File: src/hdl/gtc_pkg.sv
// ----------------------------------------------------------------------------
// gtc_pkg
// shared types and codes for the gtp-u downlink tunnel table classifier
// ----------------------------------------------------------------------------
package gtc_pkg;

  localparam int MODE_W    = 2;
  localparam int VERDICT_W = 3;
  localparam int ADDR_W    = 32;
  localparam int TEID_W    = 32;
  localparam int VER_W     = 4;
  localparam int LEN_W     = 16;

  typedef logic [MODE_W-1:0]    mode_t;
  typedef logic [VERDICT_W-1:0] verdict_t;

  // operation selector on the input stream
  localparam mode_t MODE_LOOKUP   = 2'd0;
  localparam mode_t MODE_MODIFY   = 2'd1;
  localparam mode_t MODE_DEL_USER = 2'd2;
  localparam mode_t MODE_DEL_CTRL = 2'd3;

  // result codes
  localparam verdict_t V_UNKNOWN  = 3'd0;
  localparam verdict_t V_FORWARD  = 3'd1;
  localparam verdict_t V_NOTIFY   = 3'd2;
  localparam verdict_t V_NOCTRL   = 3'd3;
  localparam verdict_t V_BADHDR   = 3'd4;
  localparam verdict_t V_OK       = 3'd5;
  localparam verdict_t V_NOTFOUND = 3'd6;
  localparam verdict_t V_FULL     = 3'd7;

  // ip header sanity limits
  localparam logic [VER_W-1:0] IP_VERSION_V4    = 4'd4;
  localparam logic [LEN_W-1:0] MIN_IP_TOTAL_LEN = 16'd20;

  // tunnel payload word held in the ram, enb_ip in the low bits
  localparam int PAYLOAD_W = ADDR_W + TEID_W + TEID_W;

  // decision handed from the table to the pipeline
  typedef struct packed {
    verdict_t verdict;
    logic     ram_wr;
  } tbl_resp_t;

endpackage

File: src/hdl/gtc_ram.sv
// ----------------------------------------------------------------------------
// gtc_ram
// generic simple dual-port ram, one write port, one registered read port
// ----------------------------------------------------------------------------
module gtc_ram #(
  parameter int WIDTH = 96,
  parameter int DEPTH = 16
) (
  input  logic                     clk,
  input  logic                     wr_en,
  input  logic [$clog2(DEPTH)-1:0] wr_addr,
  input  logic [WIDTH-1:0]         wr_data,
  input  logic                     rd_en,
  input  logic [$clog2(DEPTH)-1:0] rd_addr,
  output logic [WIDTH-1:0]         rd_data
);

  logic [WIDTH-1:0] mem [DEPTH];

  always_ff @(posedge clk) begin
    if (wr_en) begin
      mem[wr_addr] <= wr_data;
    end
    if (rd_en) begin
      rd_data <= mem[rd_addr];
    end
  end

endmodule

File: src/hdl/gtc_table.sv
// ----------------------------------------------------------------------------
// gtc_table
// key cam with user and control valid marks, match, free search and decision
// ----------------------------------------------------------------------------
module gtc_table #(
  parameter int TABLE_ENTRIES = 16,
  parameter int IDX_W         = 4
) (
  input  logic                         clk,
  input  logic                         rst,
  input  logic                         en,
  input  gtc_pkg::mode_t               mode,
  input  logic [gtc_pkg::ADDR_W-1:0]   key,
  input  logic                         hdr_ok,
  output gtc_pkg::tbl_resp_t           resp,
  output logic [IDX_W-1:0]             idx
);

  import gtc_pkg::*;

  logic [ADDR_W-1:0]        entry_key [TABLE_ENTRIES];
  logic [TABLE_ENTRIES-1:0] user_valid;
  logic [TABLE_ENTRIES-1:0] ctrl_valid;

  logic [TABLE_ENTRIES-1:0] in_use;
  logic [TABLE_ENTRIES-1:0] match;
  logic                     hit;
  logic                     hit_user;
  logic                     hit_ctrl;
  logic                     any_free;
  logic [IDX_W-1:0]         hit_idx;
  logic [IDX_W-1:0]         free_idx;

  assign in_use = user_valid | ctrl_valid;

  // keys are unique among entries in use, so the match vector is one-hot
  always_comb begin
    hit_idx = '0;
    for (int i = 0; i < TABLE_ENTRIES; i++) begin
      match[i] = in_use[i] && (entry_key[i] == key);
      hit_idx  = hit_idx | (match[i] ? IDX_W'(i) : '0);
    end
  end

  assign hit      = |match;
  assign hit_user = |(match & user_valid);
  assign hit_ctrl = |(match & ctrl_valid);
  assign any_free = ~&in_use;

  // lowest-numbered free entry
  always_comb begin
    free_idx = '0;
    for (int i = TABLE_ENTRIES - 1; i >= 0; i--) begin
      if (!in_use[i]) begin
        free_idx = IDX_W'(i);
      end
    end
  end

  assign idx = hit ? hit_idx : free_idx;

  always_comb begin
    resp.ram_wr = 1'b0;
    case (mode)
      MODE_LOOKUP: begin
        if (!hdr_ok) begin
          resp.verdict = V_BADHDR;
        end else if (!hit) begin
          resp.verdict = V_UNKNOWN;
        end else if (hit_user && hit_ctrl) begin
          resp.verdict = V_FORWARD;
        end else if (hit_ctrl) begin
          resp.verdict = V_NOTIFY;
        end else begin
          resp.verdict = V_NOCTRL;
        end
      end
      MODE_MODIFY: begin
        if (hit || any_free) begin
          resp.verdict = V_OK;
          resp.ram_wr  = 1'b1;
        end else begin
          resp.verdict = V_FULL;
        end
      end
      MODE_DEL_USER: resp.verdict = hit_user ? V_OK : V_NOTFOUND;
      MODE_DEL_CTRL: resp.verdict = hit_ctrl ? V_OK : V_NOTFOUND;
      default:       resp.verdict = V_NOTFOUND;
    endcase
  end

  always_ff @(posedge clk) begin
    if (rst) begin
      user_valid <= '0;
      ctrl_valid <= '0;
    end else if (en) begin
      case (mode)
        MODE_MODIFY: begin
          if (resp.ram_wr) begin
            user_valid[idx] <= 1'b1;
            ctrl_valid[idx] <= 1'b1;
          end
        end
        MODE_DEL_USER: begin
          if (hit_user) begin
            user_valid[hit_idx] <= 1'b0;
          end
        end
        MODE_DEL_CTRL: begin
          if (hit_ctrl) begin
            ctrl_valid[hit_idx] <= 1'b0;
          end
        end
        default: begin
        end
      endcase
    end
  end

  always_ff @(posedge clk) begin
    if (en && resp.ram_wr) begin
      entry_key[idx] <= key;
    end
  end

endmodule

File: src/hdl/gtp_tunnel_table_classifier.sv
// ----------------------------------------------------------------------------
// gtp_tunnel_table_classifier
// downlink gtp-u tunnel lookup and tunnel table maintenance
// ----------------------------------------------------------------------------
// usage
//   s_* carries one command per transfer: s_tuser holds the mode (lookup,
//   modify, delete user tunnel, delete control tunnel), s_tdata the ue key,
//   tunnel fields and ip header fields. every command gives exactly one
//   result transfer on m_*: m_tuser is the verdict, m_tdata the forwarding
//   fields (zero where the verdict does not name them).
//   results are registered through stage a, stage b and the output register.
//   throughput: one command per cycle unless m_tready stalls; the key cam
//   compares all entries at once and updates its valid marks on the clock edge,
//   and the tunnel payload ram takes one write and one read per cycle.
//   commands are applied in order, so a lookup right after a modify of the
//   same key already sees the new tunnel.
//   reset clears all valid marks (empty table) and the pipeline; payload
//   ram and key registers are not cleared, entries are used only once set.
//   when m_tready is low the result is held and the pipeline fills; s_tready
//   drops only once every stage holds a command.
// ----------------------------------------------------------------------------
module gtp_tunnel_table_classifier #(
  parameter int TABLE_ENTRIES = 16
) (
  input  logic         clk,
  input  logic         rst,
  input  logic         s_tvalid,
  output logic         s_tready,
  // ue_ip[31:0], enb_ip[63:32], enb_teid[95:64], ctrl_teid[127:96],
  // ip_version[131:128], ip_total_length[147:132], packet_bytes[163:148],
  // zero fill [167:164]
  input  logic [167:0] s_tdata,
  // mode[1:0]
  input  logic [1:0]   s_tuser,
  output logic         m_tvalid,
  input  logic         m_tready,
  // out_enb_ip[31:0], out_enb_teid[63:32], out_ctrl_teid[95:64],
  // out_length[111:96]
  output logic [111:0] m_tdata,
  // verdict[2:0]
  output logic [2:0]   m_tuser
);

  import gtc_pkg::*;

  localparam int IDX_W = (TABLE_ENTRIES > 1) ? $clog2(TABLE_ENTRIES) : 1;

  // stage a: registered command
  logic               a_valid;
  mode_t              a_mode;
  logic [ADDR_W-1:0]  a_ue_ip;
  logic [ADDR_W-1:0]  a_enb_ip;
  logic [TEID_W-1:0]  a_enb_teid;
  logic [TEID_W-1:0]  a_ctrl_teid;
  logic [VER_W-1:0]   a_version;
  logic [LEN_W-1:0]   a_total_len;
  logic [LEN_W-1:0]   a_bytes;

  // stage b: verdict known, payload ram read in flight
  logic               b_valid;
  verdict_t           b_verdict;
  logic [LEN_W-1:0]   b_bytes;

  // output register
  logic               o_valid;
  verdict_t           o_verdict;
  logic [ADDR_W-1:0]  o_enb_ip;
  logic [TEID_W-1:0]  o_enb_teid;
  logic [TEID_W-1:0]  o_ctrl_teid;
  logic [LEN_W-1:0]   o_length;

  logic               o_free;
  logic               b_adv;
  logic               b_free;
  logic               a_adv;
  logic               a_free;
  logic               hdr_ok;
  tbl_resp_t          resp;
  logic [IDX_W-1:0]   idx;
  logic [PAYLOAD_W-1:0] rd_data;
  logic               fwd;
  logic               notify;

  // flow control, each stage moves when the one after it is free
  assign o_free   = !o_valid || m_tready;
  assign b_adv    = b_valid && o_free;
  assign b_free   = !b_valid || o_free;
  assign a_adv    = a_valid && b_free;
  assign a_free   = !a_valid || b_free;
  assign s_tready = a_free;

  always_ff @(posedge clk) begin
    if (rst) begin
      a_valid <= 1'b0;
    end else if (a_free) begin
      a_valid <= s_tvalid;
    end
  end

  // command capture
  always_ff @(posedge clk) begin
    if (s_tvalid && a_free) begin
      a_mode      <= s_tuser;
      a_ue_ip     <= s_tdata[31:0];
      a_enb_ip    <= s_tdata[63:32];
      a_enb_teid  <= s_tdata[95:64];
      a_ctrl_teid <= s_tdata[127:96];
      a_version   <= s_tdata[131:128];
      a_total_len <= s_tdata[147:132];
      a_bytes     <= s_tdata[163:148];
    end
  end

  // ip header check, the table is searched regardless but the verdict wins
  assign hdr_ok = (a_version == IP_VERSION_V4) && (a_total_len >= MIN_IP_TOTAL_LEN);

  gtc_table #(
    .TABLE_ENTRIES (TABLE_ENTRIES),
    .IDX_W         (IDX_W)
  ) u_table (
    .clk    (clk),
    .rst    (rst),
    .en     (a_adv),
    .mode   (a_mode),
    .key    (a_ue_ip),
    .hdr_ok (hdr_ok),
    .resp   (resp),
    .idx    (idx)
  );

  // tunnel payload: modify writes, every command reads the indexed entry (the hit entry, else the free one)
  gtc_ram #(
    .WIDTH (PAYLOAD_W),
    .DEPTH (TABLE_ENTRIES)
  ) u_payload (
    .clk     (clk),
    .wr_en   (a_adv && resp.ram_wr),
    .wr_addr (idx),
    .wr_data ({a_ctrl_teid, a_enb_teid, a_enb_ip}),
    .rd_en   (a_adv),
    .rd_addr (idx),
    .rd_data (rd_data)
  );

  always_ff @(posedge clk) begin
    if (rst) begin
      b_valid <= 1'b0;
    end else if (b_free) begin
      b_valid <= a_adv;
    end
  end

  always_ff @(posedge clk) begin
    if (a_adv) begin
      b_verdict <= resp.verdict;
      b_bytes   <= a_bytes;
    end
  end

  // result assembly, unused fields are forced to zero
  assign fwd    = (b_verdict == V_FORWARD);
  assign notify = (b_verdict == V_NOTIFY);

  always_ff @(posedge clk) begin
    if (rst) begin
      o_valid <= 1'b0;
    end else if (o_free) begin
      o_valid <= b_adv;
    end
  end

  always_ff @(posedge clk) begin
    if (b_adv) begin
      o_verdict   <= b_verdict;
      o_enb_ip    <= fwd ? rd_data[ADDR_W-1:0] : '0;
      o_enb_teid  <= fwd ? rd_data[ADDR_W+TEID_W-1:ADDR_W] : '0;
      o_ctrl_teid <= notify ? rd_data[PAYLOAD_W-1:ADDR_W+TEID_W] : '0;
      o_length    <= fwd ? b_bytes : '0;
    end
  end

  assign m_tvalid = o_valid;
  assign m_tuser  = o_verdict;
  assign m_tdata  = {o_length, o_ctrl_teid, o_enb_teid, o_enb_ip};

  // every command leaving stage a lands in stage b
  assert property (@(posedge clk) disable iff (rst) a_adv |=> b_valid)
    else $error("command lost between stage a and stage b");

  // a blocked stage b keeps its verdict, the ram read data is held with it
  assert property (@(posedge clk) disable iff (rst)
    b_valid && !b_adv |=> b_valid && $stable(b_verdict) && $stable(b_bytes))
    else $error("stage b changed while stalled");

  // a lookup only ever yields one of the lookup verdicts
  assert property (@(posedge clk) disable iff (rst)
    a_adv && a_mode == MODE_LOOKUP |->
      resp.verdict == V_UNKNOWN || resp.verdict == V_FORWARD ||
      resp.verdict == V_NOTIFY || resp.verdict == V_NOCTRL ||
      resp.verdict == V_BADHDR)
    else $error("lookup produced a maintenance verdict");

  // forwarding fields are only populated on a forward verdict
  assert property (@(posedge clk) disable iff (rst)
    o_valid && o_verdict != V_FORWARD |->
      o_enb_ip == '0 && o_enb_teid == '0 && o_length == '0)
    else $error("forwarding fields set without a forward verdict");

endmodule

File: config.mk
export PLATFORM = sky130hd
export DESIGN_NAME = gtp_tunnel_table_classifier
export DESIGN_NICKNAME = d
export VERILOG_FILES = /design/src/hdl/gtc_pkg.sv /design/src/hdl/gtc_ram.sv /design/src/hdl/gtc_table.sv /design/src/hdl/gtp_tunnel_table_classifier.sv
export SDC_FILE = /design/constraint.sdc
export NUM_CORES = 2
export LEC_CHECK = 0
export BUFFER_PORTS_ARGS = -buffer_cell sky130_fd_sc_hd__clkbuf_2
export CORE_ASPECT_RATIO = 0.9
export CORE_MARGIN = 3
export CORE_UTILIZATION = 50
export DETAILED_ROUTE_END_ITERATION = 8
export MAX_ROUTING_LAYER = met4
export PLACE_DENSITY = 0.73
export SLEW_MARGIN = 20
export SYNTH_ARGS = -nofsm -noshare
export SYNTH_HDL_FRONTEND = slang
export SYNTH_SLANG_ARGS = --single-unit
export TNS_END_PERCENT = 50
File: constraint.sdc
create_clock -name clk -period 38.5 [get_ports clk]
set_input_delay 1.925 -clock clk [delete_from_list [all_inputs] [get_ports clk]]
set_output_delay 1.925 -clock clk [all_outputs]
set_load 0.02 [all_outputs]
==> run_results.csv <==
group,metric,value,unit
final_layout,utilization,0.564,
drt,wl_per_cell,27.7,µm
clock_network,cts_buffer_depth,3,
sta,final-hold-violation-count,0,
sta,setup_violations,0,
power,ir_worst_vdd,47.4,µV
sta,post-route-period-util,0.202,
worst_hold_path,hp-start,"a_bytes[13]$_DFFE_PP_",
place,globalplace.congestion,0.932,
logic_synthesis,synthFlopType,"edfxtp_1",
sta,rsz0062_at_grt,"no",
sta,max-slew-margin-rel,0.175,
logic_synthesis,synth_nets,5267,
clock_network,hold_buffers,0,
logic_synthesis,yosysWarnings,0,
sta,worst-slew-pin-transition,1240,ps
logic_synthesis,async_flop_share,0,
power,p_leak,0.0324,µW
final_layout,fillCellCount,13500,
critical_path,path_class,"reg -> reg",
critical_path,critPathMaxFanout,74,
logic_synthesis,synth_cells,5093,
critical_path,cp.arrival,8230,ps
global_routing,antenna_found_initial,9,
job,maxCapViolCount,0,
global_routing,grt_pass1_wl,321000,µm
sta,max_clock_freq,129,MHz
worst_hold_path,min_path_type,"reg -> reg",
clock_network,cts_setup_buffers,0,
global_routing,overflow,0,
drt,ant_nets,0,
sta,skew,61.0,ps
place,dpl.hpwl,105000,µm
critical_path,startpoint,"a_ue_ip[18]$_DFFE_PP_",
logic_synthesis,syn_area_per_cell,18.2,µm²
sta,drv_slew,0,
floorplanning,rows,149,
logic_synthesis,yosysUniqueCellTypes,57,
floorplanning,core_area,183000,µm²
drt,vias_per_cell,6.17,
logic_synthesis,seq_area_frac_synth,0.801,
critical_path,r2r-start,"a_ue_ip[18]$_DFFE_PP_",
drt,drtPass1Iterations,6,
clock_network,tritoncts,"built",
logic_synthesis,synth_edf_count,2442,
power,totalPowerFinal,5450,µW
clock_network,clk_latency,870,ps
final_layout,drive_above_1_share,0.146,
sta,finalCriticalPeriod,7780,ps
clock_network,clock-sinks,2477,
clock_network,cts_resized,0,
drt,routed_wl,221000,µm
place,port-buffer-count,284,
global_routing,grt_pass1_vias,48800,
clock_network,cts_root_buf,"clkbuf_16",
global_routing,track_usage,0.235,
logic_synthesis,syn_area,92500,µm²
status,status,"complete, no violations",
floorplanning,dieArea,190000,µm²
sta,tns,0,ps
global_routing,grt_max_degree,171,
floorplanning,die_w,459,µm
clock_network,cts_buffers,228,
drt,drt_iter0_drc,6122,
drt,drc,0,
final_layout,syn_to_final_growth,12.0,%
drt,num_vias,49400,
floorplanning,start_util,0.504,
critical_path,crit_path_end_kind,"flop",
critical_path,start_kind,"flop",
final_layout,nets,5567,
logic_synthesis,ys_ff_latch,2477,
floorplanning,die_height,414,µm
clock_network,h-tree-depth,4,
power,powerDensity,52.7,nW/µm²
critical_path,critPathRequiredTime,38950,ps
clock_network,path_clk_slew,60,ps
sta,holdWs,416,ps
floorplanning,ioPinCount,291,
==> registers in the layout, summed over array words and instances (netlist names), 16 cells and up <==
| name | flops |
|---|---|
| a_ue_ip | 32 |
| u_table.entry_key | 512 |
| u_payload.mem | 1536 |
| a_ctrl_teid | 32 |
| a_enb_ip | 32 |
| u_payload.rd_data | 96 |
| a_enb_teid | 32 |
| o_enb_teid | 32 |
| a_bytes | 16 |
| o_length | 16 |
| o_enb_ip | 32 |
| b_bytes | 16 |
| o_ctrl_teid | 32 |
| u_table.user_valid | 16 |
| u_table.ctrl_valid | 16 |
==> per-stage QoR <==
stage	instances	setup slack [ps]	area (µm²)
after global routing	8004	30530	104000
after detailed placement	7579	30860	96100
final	8005	30720	104000
after global placement	7579	30880	96100
after floorplan	5093	23370	92500
after CTS	8002	30840	103000
==> cell type report <==
class                           count  area (µm²)  area share
Sequential cell                  2477       74000       0.715
Multi-Input combinational cell   2296       16800       0.162
Clock buffer                      283        5910      0.0571
Tap cell                         2416        3020      0.0292
Timing Repair Buffer              366        2110      0.0204
Clock inverter                    140        1440      0.0139
Inverter                           24         203     0.00196
Antenna cell                        3        7.51   0.0000725
==> cell usage in the layout, fill, tap and decap left out, drive strengths merged, types with 28 or more instances in the layout <==
cell type | netlist | final
inv | 24 | 29
nor4 | 37 | 37
o21ai | 28 | 28
edfxtp | 2442 | 2442
clkinv | 0 | 108
a21oi | 419 | 419
buf | 161 | 82
or4 | 101 | 101
xor2 | 55 | 55
xnor2 | 457 | 457
a22oi | 774 | 774
nand4 | 114 | 114
clkbuf | 135 | 567
and2 | 114 | 114
dfxtp | 35 | 35
nor3 | 36 | 36
==> kinds of logic after synthesis <==
kind of cell | after synthesis | synth area share
buf+inv | 320 | 0.0192
compound gates | 1269 | 0.0966
mux | 1 | 0.000162
flops | 2477 | 0.801
simple gates | 514 | 0.0348
xor+xnor | 512 | 0.0485
==> worst paths after layout <==
| path | endpoint | slack (ps) | cells past startpoint |
|---|---|---|---|
| setup / recovery | u_table.entry_key[14][7]$_DFFE_PP_ | 30720 | 14 |
| hold reg to reg | b_bytes[13]$_DFFE_PP_ | 420 | 0 |
| setup reg to reg | u_table.entry_key[14][7]$_DFFE_PP_ | 30720 | 14 |
| hold / removal | b_bytes[13]$_DFFE_PP_ | 420 | 0 |
==> Yosys cell counts (36+ instances only) <==
| cell | instances | share of area |
|---|---|---|
| buf_2 | 41 | 0.0022 |
| or4_1 | 101 | 0.0082 |
| xnor2_1 | 457 | 0.043 |
| a21oi_1 | 419 | 0.023 |
| buf_6 | 49 | 0.0060 |
| nor4_1 | 36 | 0.0024 |
| edfxtp_1 | 2442 | 0.79 |
| nand4_1 | 114 | 0.0077 |
| a22oi_2 | 100 | 0.014 |
| and2_1 | 113 | 0.0076 |
| clkbuf_1 | 135 | 0.0055 |
| buf_1 | 36 | 0.0015 |
| nor3_1 | 36 | 0.0019 |
| a22oi_1 | 674 | 0.055 |
| xor2_1 | 55 | 0.0052 |
==> worst max-delay path: stages, from the launching register on <==
cell and delay [ps]:
edfxtp_1 320, buf_4 520, xnor2_1 160, nand4_1 200, nor3_1 170, and3_1 300, or4_1 600, or4b_1 810
o31ai_4 410, buf_4 590, buf_4 940, and2_1 310, nand2b_1 210, inv_8 630, buf_4 910
==> power by group <==
part           internal [µW]  switching (µW)  total, µW
Combinational           62.2             130        192
Clock                   1230             975       2210
Sequential              3010            37.1       3050
Total                   4310            1140       5450
==> routing by layer <==
layer  GRT usage  part of all wire
met2       0.368              0.48
met5           -                 0
met4      0.0912             0.038
met3      0.0387             0.088
met1       0.311              0.39
No activity file was read; power rests on OpenSTA's default activity.
